**src/hdl/hlc_pkg.sv**
```systemverilog
`timescale 1ns / 1ps

package hlc_pkg;

    // Field widths
    localparam int TIME_W        = 63;
    localparam int NODE_W        = 16;
    localparam int MSG_LOGICAL_W = 32;
    localparam int COUNT_W       = 16;
    localparam int OUT_LOGICAL_W = 32;
    localparam int CMD_W         = 2;
    localparam int STATUS_W      = 2;
    localparam int CFG_IDX_W     = 2;

    localparam int S_TDATA_W = 240;
    localparam int M_TDATA_W = 144;

    localparam int LOGICAL_WIDTH_DEF = 32;

    // Register reset values (microseconds)
    localparam logic [TIME_W-1:0] SKEW_LIMIT_RST    = TIME_W'(5000000);
    localparam logic [TIME_W-1:0] WARN_INTERVAL_RST = TIME_W'(5000000);

    typedef enum logic [CMD_W-1:0] {
        CMD_LOCAL   = 2'd0,
        CMD_MERGE   = 2'd1,
        CMD_RESERVE = 2'd2,
        CMD_NONE    = 2'd3
    } hlc_cmd_t;

    typedef enum logic [STATUS_W-1:0] {
        ST_OK        = 2'd0,
        ST_STALLED   = 2'd1,
        ST_REJECTED  = 2'd2,
        ST_SATURATED = 2'd3
    } hlc_status_t;

    typedef enum logic [CFG_IDX_W-1:0] {
        REG_NODE_ID       = 2'd0,
        REG_SKEW_LIMIT    = 2'd1,
        REG_WARN_INTERVAL = 2'd2
    } hlc_reg_t;

    // Request payload, first member in the top bits
    typedef struct packed {
        logic [COUNT_W-1:0]       req_count;
        logic [TIME_W-1:0]        req_time;
        logic [MSG_LOGICAL_W-1:0] msg_logical;
        logic [TIME_W-1:0]        msg_wall_time;
        logic [TIME_W-1:0]        phys_time;
    } hlc_req_t;

    // Result payload, wall time in the lowest bits
    typedef struct packed {
        logic [OUT_LOGICAL_W-1:0] first_reserved;
        logic                     skew_warning;
        logic [NODE_W-1:0]        out_node_id;
        logic [OUT_LOGICAL_W-1:0] out_logical;
        logic [TIME_W-1:0]        out_wall_time;
    } hlc_res_t;

    // Skew warning settings seen by the step logic
    typedef struct packed {
        logic [TIME_W-1:0] skew_limit;
        logic [TIME_W-1:0] warn_interval;
    } hlc_cfg_t;

endpackage

```
**src/hdl/hlc_step.sv**
```systemverilog
`timescale 1ns / 1ps

module hlc_step
    import hlc_pkg::*;
#(
    parameter int LW = LOGICAL_WIDTH_DEF
) (
    input  logic [CMD_W-1:0]  cmd,
    input  hlc_req_t          req,
    input  hlc_cfg_t          cfg,
    input  logic [TIME_W-1:0] wall,
    input  logic [LW-1:0]     logical,
    input  logic [TIME_W-1:0] warn_time,
    output logic [TIME_W-1:0] wall_next,
    output logic [LW-1:0]     logical_next,
    output logic [TIME_W-1:0] warn_time_next,
    output hlc_status_t       status,
    output logic              warn,
    output logic [LW-1:0]     first
);

    localparam logic [LW-1:0] LMAX = {LW{1'b1}};

    logic [TIME_W-1:0] phys, mwall, rtime;
    logic [TIME_W-1:0] lag, since_warn;
    logic              phys_gt_wall, warn_hit;
    logic              l_ge_m, m_ge_l, m_ge_p, eq_l, eq_m;
    logic [LW-1:0]     cmsg, base;
    logic [TIME_W-1:0] merge_wall;
    logic              rsv_reject, rsv_move, rsv_full;
    logic [LW-1:0]     rsv_base, rsv_room;

    assign phys  = req.phys_time;
    assign mwall = req.msg_wall_time;
    assign rtime = req.req_time;

    // Local event: advance test and lag warning
    assign phys_gt_wall = phys > wall;
    assign lag          = wall - phys;
    assign since_warn   = phys - warn_time;
    assign warn_hit     = (lag > cfg.skew_limit) && (phys >= warn_time)
                          && (since_warn > cfg.warn_interval);

    // Merge: max of three from parallel compares
    assign l_ge_m     = wall >= mwall;
    assign m_ge_l     = mwall >= wall;
    assign m_ge_p     = mwall >= phys;
    assign eq_l       = l_ge_m && !phys_gt_wall;
    assign eq_m       = m_ge_l && m_ge_p;
    assign merge_wall = eq_l ? wall : (eq_m ? mwall : phys);
    assign cmsg       = (req.msg_logical > MSG_LOGICAL_W'(LMAX)) ? LMAX
                                                                 : LW'(req.msg_logical);

    always_comb begin
        if (eq_l && eq_m) begin
            base = (logical > cmsg) ? logical : cmsg;
        end else if (eq_l) begin
            base = logical;
        end else begin
            base = cmsg;
        end
    end

    // Reserve: floor check, optional move up to the requested time, room check
    assign rsv_reject = (req.req_count == '0) || (rtime < phys) || (rtime < wall);
    assign rsv_move   = rtime > wall;
    assign rsv_base   = rsv_move ? '0 : logical;
    assign rsv_room   = LMAX - rsv_base;
    assign rsv_full   = 33'(rsv_room) < 33'(req.req_count);

    always_comb begin
        wall_next      = wall;
        logical_next   = logical;
        warn_time_next = warn_time;
        status         = ST_OK;
        warn           = 1'b0;
        first          = '0;
        case (cmd)
            CMD_LOCAL: begin
                if (phys_gt_wall) begin
                    wall_next    = phys;
                    logical_next = '0;
                end else begin
                    if (warn_hit) begin
                        warn           = 1'b1;
                        warn_time_next = phys;
                    end
                    if (logical == LMAX) begin
                        status = ST_STALLED;
                    end else begin
                        logical_next = logical + LW'(1);
                    end
                end
            end
            CMD_MERGE: begin
                wall_next = merge_wall;
                if (!(eq_l || eq_m)) begin
                    logical_next = '0;
                end else if (base == LMAX) begin
                    logical_next = LMAX;
                    status       = ST_SATURATED;
                end else begin
                    logical_next = base + LW'(1);
                end
            end
            CMD_RESERVE: begin
                if (rsv_reject) begin
                    status = ST_REJECTED;
                end else begin
                    if (rsv_move) begin
                        wall_next    = rtime;
                        logical_next = '0;
                    end
                    if (rsv_full) begin
                        status = ST_REJECTED;
                    end else begin
                        first        = rsv_base + LW'(1);
                        logical_next = LW'(33'(rsv_base) + 33'(req.req_count));
                    end
                end
            end
            default: begin
                // unused command: clock echoed unchanged
            end
        endcase
    end

endmodule

```
**src/hdl/hybrid_logical_clock_unit.sv**
```systemverilog
`timescale 1ns / 1ps
// Hybrid logical clock: one request per clock cycle, sustained while the result channel is ready.
// Path: an accepted request is held in the request register, then one pass of compares and
// increments in hlc_step writes the result register that drives m_.
// The rate is set by the single clock state update per request, computed by hlc_step.
// Reset (aresetn low, synchronous): clock state cleared, registers back to defaults,
// both channels empty.

module hybrid_logical_clock_unit
    import hlc_pkg::*;
#(
    parameter int LOGICAL_WIDTH = LOGICAL_WIDTH_DEF
) (
    input  logic                  aclk,
    input  logic                  aresetn,
    // configuration write port
    input  logic                  cfg_we,
    input  logic [CFG_IDX_W-1:0]  cfg_index,
    input  logic [TIME_W-1:0]     cfg_wdata,
    // request channel
    input  logic                  s_tvalid,
    output logic                  s_tready,
    // phys_time, msg_wall_time, msg_logical, req_time, req_count, zero pad
    input  logic [S_TDATA_W-1:0]  s_tdata,
    // cmd
    input  logic [CMD_W-1:0]      s_tuser,
    // result channel
    output logic                  m_tvalid,
    input  logic                  m_tready,
    // out_wall_time, out_logical, out_node_id, skew_warning, first_reserved
    output logic [M_TDATA_W-1:0]  m_tdata,
    // status
    output logic [STATUS_W-1:0]   m_tuser
);

    logic                     in_valid_reg;
    hlc_req_t                 in_req_reg;
    logic [CMD_W-1:0]         in_cmd_reg;
    logic                     out_valid_reg;
    hlc_res_t                 out_res_reg;
    hlc_status_t              out_status_reg;

    logic [NODE_W-1:0]        node_id_reg;
    hlc_cfg_t                 cfg_reg;

    logic [TIME_W-1:0]        wall_reg, wall_next;
    logic [LOGICAL_WIDTH-1:0] logical_reg, logical_next;
    logic [TIME_W-1:0]        warn_time_reg, warn_time_next;

    hlc_status_t              step_status;
    logic                     step_warn;
    logic [LOGICAL_WIDTH-1:0] step_first;
    logic                     advance;

    // Pipeline control: a request moves on when the result register is free
    assign advance  = in_valid_reg && (!out_valid_reg || m_tready);
    assign s_tready = !in_valid_reg || advance;

    // Request register
    always_ff @(posedge aclk) begin
        if (!aresetn) begin
            in_valid_reg <= 1'b0;
        end else if (s_tready) begin
            in_valid_reg <= s_tvalid;
        end
        if (s_tready && s_tvalid) begin
            in_req_reg <= hlc_req_t'(s_tdata[$bits(hlc_req_t)-1:0]);
            in_cmd_reg <= s_tuser;
        end
    end

    // Configuration registers
    always_ff @(posedge aclk) begin
        if (!aresetn) begin
            node_id_reg           <= '0;
            cfg_reg.skew_limit    <= SKEW_LIMIT_RST;
            cfg_reg.warn_interval <= WARN_INTERVAL_RST;
        end else if (cfg_we) begin
            case (cfg_index)
                REG_NODE_ID:       node_id_reg           <= cfg_wdata[NODE_W-1:0];
                REG_SKEW_LIMIT:    cfg_reg.skew_limit    <= cfg_wdata;
                REG_WARN_INTERVAL: cfg_reg.warn_interval <= cfg_wdata;
                default: begin
                    // index beyond the register list: ignored
                end
            endcase
        end
    end

    hlc_step #(
        .LW(LOGICAL_WIDTH)
    ) u_step (
        .cmd            (in_cmd_reg),
        .req            (in_req_reg),
        .cfg            (cfg_reg),
        .wall           (wall_reg),
        .logical        (logical_reg),
        .warn_time      (warn_time_reg),
        .wall_next      (wall_next),
        .logical_next   (logical_next),
        .warn_time_next (warn_time_next),
        .status         (step_status),
        .warn           (step_warn),
        .first          (step_first)
    );

    // Clock state, updated once per request
    always_ff @(posedge aclk) begin
        if (!aresetn) begin
            wall_reg      <= '0;
            logical_reg   <= '0;
            warn_time_reg <= '0;
        end else if (advance) begin
            wall_reg      <= wall_next;
            logical_reg   <= logical_next;
            warn_time_reg <= warn_time_next;
        end
    end

    // Result register
    always_ff @(posedge aclk) begin
        if (!aresetn) begin
            out_valid_reg <= 1'b0;
        end else if (advance) begin
            out_valid_reg <= 1'b1;
        end else if (m_tready) begin
            out_valid_reg <= 1'b0;
        end
        if (advance) begin
            out_res_reg.out_wall_time  <= wall_next;
            out_res_reg.out_logical    <= OUT_LOGICAL_W'(logical_next);
            out_res_reg.out_node_id    <= node_id_reg;
            out_res_reg.skew_warning   <= step_warn;
            out_res_reg.first_reserved <= OUT_LOGICAL_W'(step_first);
            out_status_reg             <= step_status;
        end
    end

    assign m_tvalid = out_valid_reg;
    assign m_tdata  = out_res_reg;
    assign m_tuser  = out_status_reg;

endmodule

```
**config.mk**
```make
export PLATFORM = sky130hd
export DESIGN_NAME = hybrid_logical_clock_unit
export DESIGN_NICKNAME = d
export VERILOG_FILES = /design/src/hdl/hlc_pkg.sv /design/src/hdl/hlc_step.sv /design/src/hdl/hybrid_logical_clock_unit.sv
export SDC_FILE = /design/constraint.sdc
export NUM_CORES = 2
export LEC_CHECK = 0
export BUFFER_PORTS_ARGS = -buffer_cell sky130_fd_sc_hd__buf_2
export CAP_MARGIN = 40
export CORE_MARGIN = 5
export CORE_UTILIZATION = 60
export DETAILED_ROUTE_END_ITERATION = 16
export PLACE_DENSITY = 0.81
export SLEW_MARGIN = 20
export SYNTH_ARGS = -nofsm -noshare
export SYNTH_HDL_FRONTEND = slang
export SYNTH_SLANG_ARGS = --single-unit
```
**constraint.sdc**
```tcl
create_clock -name aclk -period 16.84 [get_ports aclk]
set_input_delay 2.526 -clock aclk [delete_from_list [all_inputs] [get_ports aclk]]
set_output_delay 2.526 -clock aclk [all_outputs]
set_load 0.02 [all_outputs]
```
Yosys cells after proc, flatten, opt, wreduce, memory -nomap -nowiden
Index checks and enable logic that the tools add are counted.
{ "totals": {"regBits": 687, "inputBits": 312, "out_inout_bits": 148, "word_cells": 102} }
{ "op_classes": {"add_sub_neg": 7, "magnitude_cmp": 13, "eq_ne": 6, "muxes": 28, "bitwise_logic": 3, "reduce_logical": 25} }
{ "op_table": {"columns": ["op", "n"], "rows": [
  ["32-bit two-way mux", 11],
  ["63-bit two-way mux", 5],
  ["63-bit >= comparator", 4],
  ["63-bit greater-than comparator", 4],
  ["63-bit one-hot mux with 3 select lines", 1],
  ["63-bit < comparator", 2],
  ["63-bit subtractor", 2],
  ["32-bit by 1-bit adder with 32-bit output (second input constant)", 3],
  ["32-bit one-hot mux with 3 select lines", 1],
  ["32-bit == test (second input constant)", 2],
  ["32-bit by 16-bit adder with 32-bit output", 1],
  ["32-bit greater-than comparator", 1],
  ["32-bit greater-than comparator (second input constant)", 1],
  ["32-bit by 16-bit < comparator with 1-bit output", 1],
  ["32-bit subtractor (first input constant)", 1],
  ["16-bit logical NOT", 1],
  ["2-bit two-way mux", 5],
  ["1-bit logical AND", 7],
  ["2-bit one-hot mux with 3 select lines", 1],
  ["2-bit AND reduction", 3],
  ["1-bit logical OR", 5],
  ["2-bit by 1-bit == test with 1-bit output (second input constant)", 2],
  ["2-bit == test (second input constant)", 2],
  ["2-bit logical NOT", 2],
  ["7 further kinds", 14]
]} }

Depth between registers and ports, before layout
{ "logic_depth": {"ltp_word": 9, "ltp_mapped": 31, "mapped_depth_nobuf": 29} }

Cells and area by module
From an unflattened synthesis, not the netlist that was laid out.
{ "hier_totals": {"cells_unflattened": 5853, "area_unflattened_um2": 49483.7} }
{ "modules_own_cells": {"columns": ["module", "n_inst", "cells_each", "area_each_um2", "seq_area_each_um2"], "rows": [
  ["hlc_step", 1, 4212, 26698.1, 0.0],
  ["hybrid_logical_clock_unit", 1, 1641, 22785.6, 17606.9]
]} }

Least setup slack after synthesis
Ideal clock, no wire load.
{ "synth_path": {"path_kind": "input -> register", "from": "in m_tready", "to": "reg in_cmd_reg[0] (enable)", "setup_ps": 630, "arrival_ps": 8252, "required_time_ps": 16210, "setup_slack_ps": 7959, "stages": 3, "path_buffers": 0, "path_cell_list": "nor2b_1 -> nand2_1 -> and2_1"} }
{ "synth_between": {"elab_chain_cells": 4} }
{ "synth_lines": {"columns": ["element", "line_no", "source"], "rows": [
  ["start, declared", "hybrid_logical_clock_unit.sv:29", "input logic m_tready,"],
  ["1-bit logical OR", "hybrid_logical_clock_unit.sv:56", "assign advance = in_valid_reg && (!out_valid_reg || m_tready);"],
  ["1-bit logical AND", "hybrid_logical_clock_unit.sv:56", null],
  ["1-bit logical OR", "hybrid_logical_clock_unit.sv:57", "assign s_tready = !in_valid_reg || advance;"],
  ["via s_tready", "hybrid_logical_clock_unit.sv:22", "output logic s_tready,"],
  ["1-bit logical AND", "hybrid_logical_clock_unit.sv:66", "if (s_tready && s_tvalid) begin"],
  ["end signal, assigned", "hybrid_logical_clock_unit.sv:68", "in_cmd_reg <= s_tuser;"],
  ["end, declared", "hybrid_logical_clock_unit.sv:38", "logic [CMD_W-1:0] in_cmd_reg;"]
]} }
The timed path passes the listed nets, and every way through them passes these cells.
A chain may end at the register's enable or synchronous reset.

Worst setup path in the final report
{ "layout_path": {"from": "reg in_req_reg[1] in the netlist's numbering", "to": "reg warn_time_reg[52]"} }
{ "layout_between": {"elab_chain_cells": 5, "elab_cells_between_ends": 10, "cone_classes": "add/sub (2); order compare (4); bitwise (1); reduce/logical (3)"} }
{ "layout_lines": {"columns": ["element", "line_no", "source"], "rows": [
  ["start, declared", "hybrid_logical_clock_unit.sv:37", "hlc_req_t in_req_reg;"],
  ["start signal, assigned", "hybrid_logical_clock_unit.sv:67", "in_req_reg <= hlc_req_t'(s_tdata[$bits(hlc_req_t)-1:0]);"],
  ["63-bit subtractor", "hlc_step.sv:39", "assign lag = wall - phys;"],
  ["63-bit greater-than comparator", "hlc_step.sv:41", "assign warn_hit = (lag > cfg.skew_limit) && (phys >= warn_time)"],
  ["1-bit logical AND", "hlc_step.sv:41", null],
  ["1-bit logical AND", "hlc_step.sv:42", "&& (since_warn > cfg.warn_interval);"],
  ["4-bit AND reduction (no line) (*)", null, null],
  ["end signal, assigned", "hybrid_logical_clock_unit.sv:116", "warn_time_reg <= warn_time_next;"],
  ["end, declared", "hybrid_logical_clock_unit.sv:48", "logic [TIME_W-1:0] warn_time_reg, warn_time_next;"]
]} }
Every way passes the cells marked *; elsewhere a longest branch is shown, timed or not.

==> metrics.cfg <==
[status]
status = completed

[route]
drc = 0
wl_per_cell_microns = 24.1
vias = 44600
wl_microns = 167000
final_antenna_net_count = 0
drtPass1Iterations = 14
via_per_inst = 6.45
first_iter_violations = 5609

[worst_setup_path]
crit_fanout = 34
crit_type = reg -> reg
reg2reg_to = warn_time_reg[52]$_SDFFE_PN0P_
critPathArrivalTime_ns = 8.73
reg2reg_from = in_req_reg[1]$_DFFE_PP_
cp-start-kind = flop
ff2ff_path_depth = 27
required_ns = 17.39
cp-startpoint = in_req_reg[1]$_DFFE_PP_
r2r_slack_ns = 8.67
cp-end-kind = flop
critPathCapture = warn_time_reg[52]$_SDFFE_PN0P_

[cells_and_area]
fill_cells = 6530
syn_to_final_growth_pct = 11.8
layout.nets = 6679
drive_gt1_share_pct = 12.3
largest_reg_flops = 237

[synth]
synth-seq-area-share_pct = 36.5
synth_area_sq_um = 48200
syn_area_per_cell_sq_um = 8.83
synth_edf_count = 385
synthCells = 5464
yosysUniqueCellTypes = 112
synth-seq-cells = 687
synth_nets = 6339
yosys.area.top_type = edfxtp_1
synth_top_area_share_pct = 24.0
async_flop_share_pct = 0
synth_ff_type = edfxtp_1
yosys_warnings = 0
yosys-top-cells-area = edfxtp_1, ha_1, dfxtp_1

[die]
num_rows = 104
die-height_microns = 294
io_pins = 460
start_util_pct = 60.2
core_sq_um = 80200
fp.dieArea_sq_um = 86200
dieWidth_microns = 294

[power_and_ir_drop]
p_per_area_nw_per_um2 = 84.5
p_total_uw = 4560
total_leakage_power_uw = 0.0220
swShare_pct = 31.2
clock_power_share_pct = 36.5
ir_worst_vdd_uv = 93.3
intPower_uw = 3140
switching_power_uw = 1420
combinationalPowerShare_pct = 20.5
seqPwrFrac_pct = 43.1

[clock_tree]
root_buffer = clkbuf_16
cts_max_path_buffers = 3
cts.sinks = 687
cts_setup_buffers = 0
clk_pin_slew_worst_paths_ns = 0.06
cts_inserted_buffers = 75
htree_levels = 3
hold_buffers = 0
clock_latency_ns = 0.65
tritoncts = done
cts.repair.resized = 0

[global_route]
met3_usage_pct = 6.52
top_usage_layer = met2
grt_overflow = 0
antenna_found_initial = 3
first_global_vias = 42000
grt_max_degree = 113
grt_pass1_wl_microns = 248000
use_met2_pct = 59.1
met1_usage_pct = 47.6
gr-usage-all-layers_pct = 36.8

[sta]
fin_skew_ns = 0.0270
slew_viol_final = 0
setup_viol = 0
period_minus_slack_ns = 8.17
rsz0062_at_grt = false
hold_violations = 0
setup_tns_ns = 0
worst-slew-pin-transition_ns = 1.02
relSlewSlack_pct = 31.6
max_clock_freq_ghz = 0.122
min_period_over_period_pct = 48.5

[hold_path]
hp-class = reg -> reg

[placed_design]
port_buffers = 456
gp_congestion = 1.04
dp_hpwl_microns = 125000

[flow_run]
max_cap_viol_count = 0

## power groups by stage
stage	clock network, uW	registers [uW]	logic (uW)
2_1_floorplan	0	1980	596
3_3_place_gp	0	1990	866
3_5_place_dp	0	1990	894
4_1_cts	1670	1960	904
5_1_grt	1740	1970	1020
6_report	1660	1960	932
## how the worst min path moves through the flow
stage	from	to	cells after the start
2_1_floorplan	node_id_reg[5]$_SDFFE_PN0P_	m_tdata[100]$_DFFE_PP_	0
3_3_place_gp	node_id_reg[14]$_SDFFE_PN0P_	m_tdata[109]$_DFFE_PP_	0
3_5_place_dp	node_id_reg[14]$_SDFFE_PN0P_	m_tdata[109]$_DFFE_PP_	0
4_1_cts	node_id_reg[14]$_SDFFE_PN0P_	m_tdata[109]$_DFFE_PP_	0
5_1_grt	node_id_reg[8]$_SDFFE_PN0P_	m_tdata[103]$_DFFE_PP_	0
6_report	node_id_reg[14]$_SDFFE_PN0P_	m_tdata[109]$_DFFE_PP_	0
## cells in the mapped netlist (all sizes together), types with 45 or more instances
cell type / n
edfxtp: 385
mux2i: 72
nor2: 312
dfxtp: 302
inv: 492
a21oi: 361
nand4: 117
buf: 55
xnor2: 146
nand3: 240
a21boi: 198
o21ai: 410
a211oi: 45
nand2: 618
a21o: 215
ha: 561
a222oi: 63
clkbuf: 208
nor3: 57
xor2: 55
## routing by layer
| metal | routed length [microns] | share of wire, % |
|---|---|---|
| met1 | 63500 | 38 |
| met2 | 75100 | 45 |
| met3 | 16600 | 10 |
| met4 | 11400 | 6.9 |
| met5 | 0 | 0 |
## cell usage in the layout (no fill, tap or decap), types with 215 or more instances in the layout
cell type and instances:
a21o_1 215, nand3_1 239, dfxtp_1 302, nor2_1 304
nand2_1 617, buf_2 455, edfxtp_1 385, o21ai_0 388
a21oi_1 359, ha_1 561, inv_1 490
## critical path, stage by stage (launching register included)
cell and delay [ns]:
edfxtp_1 0.60, inv_1 0.25, fa_1 0.52, a211oi_1 0.22
nor2_1 0.13, o221ai_1 0.44, nand4_1 0.22, o211a_1 0.22
o211a_1 0.29, o21ai_0 0.40, a211oi_1 0.21, o211ai_1 0.27
a21oi_1 0.14, o41ai_1 0.39, xnor2_1 0.23, ha_1 0.34
and3_1 0.17, nand3_1 0.12, nor3_1 0.33, nand3_1 0.26
o211ai_1 0.31, a21oi_1 0.10, nor4_2 0.46, nand3_1 0.19
o21ai_4 0.15, buf_4 0.49, buf_12 0.33, mux2i_1 0.25
## cells by family (layout without fill, tap and decap cells)
| group | after synthesis | after routing | synth area share [%] |
|---|---|---|---|
| AND/OR/NAND/NOR | 1580 | 1580 | 15.4 |
| flip-flops | 687 | 687 | 36.5 |
| adder cells (fa/ha/maj) | 563 | 563 | 14.6 |
| AO/OA/AOI/OAI | 1599 | 1599 | 21.9 |
| buffers and inverters | 755 | 1157 | 6.24 |
| XOR/XNOR | 201 | 201 | 3.65 |
| multiplexers | 79 | 79 | 1.67 |
| other | 0 | 1 | 0 |
## per-stage QoR
| step | hold slack (ns) | worst slack (ns) | std cells | util (%) | area [sq um] |
|---|---|---|---|---|---|
| detailed placement | 0.416 | 8.86 | 6778 | 64.0 | 51300 |
| global route | 0.452 | 8.33 | 6926 | 67.2 | 53900 |
| global placement | 0.412 | 8.73 | 6769 | 63.8 | 51200 |
| finish | 0.425 | 8.67 | 6927 | 67.3 | 53900 |
| CTS | 0.428 | 8.81 | 6917 | 67.0 | 53700 |
| floorplan | 0.408 | 7.96 | 5464 | - | 48200 |
## final cells by class
type,count,area (sq um),area share [%]
tap,1060,1330,2.46
clock buffer,99,2030,3.76
inverter,492,1850,3.44
timing repair buffer,526,3020,5.60
multi-input combinational,4022,27700,51.4
clock inverter,40,389,0.722
sequential,687,17600,32.7
antenna,1,2.50,0.00464
No activity file was read; power rests on OpenSTA's default activity.
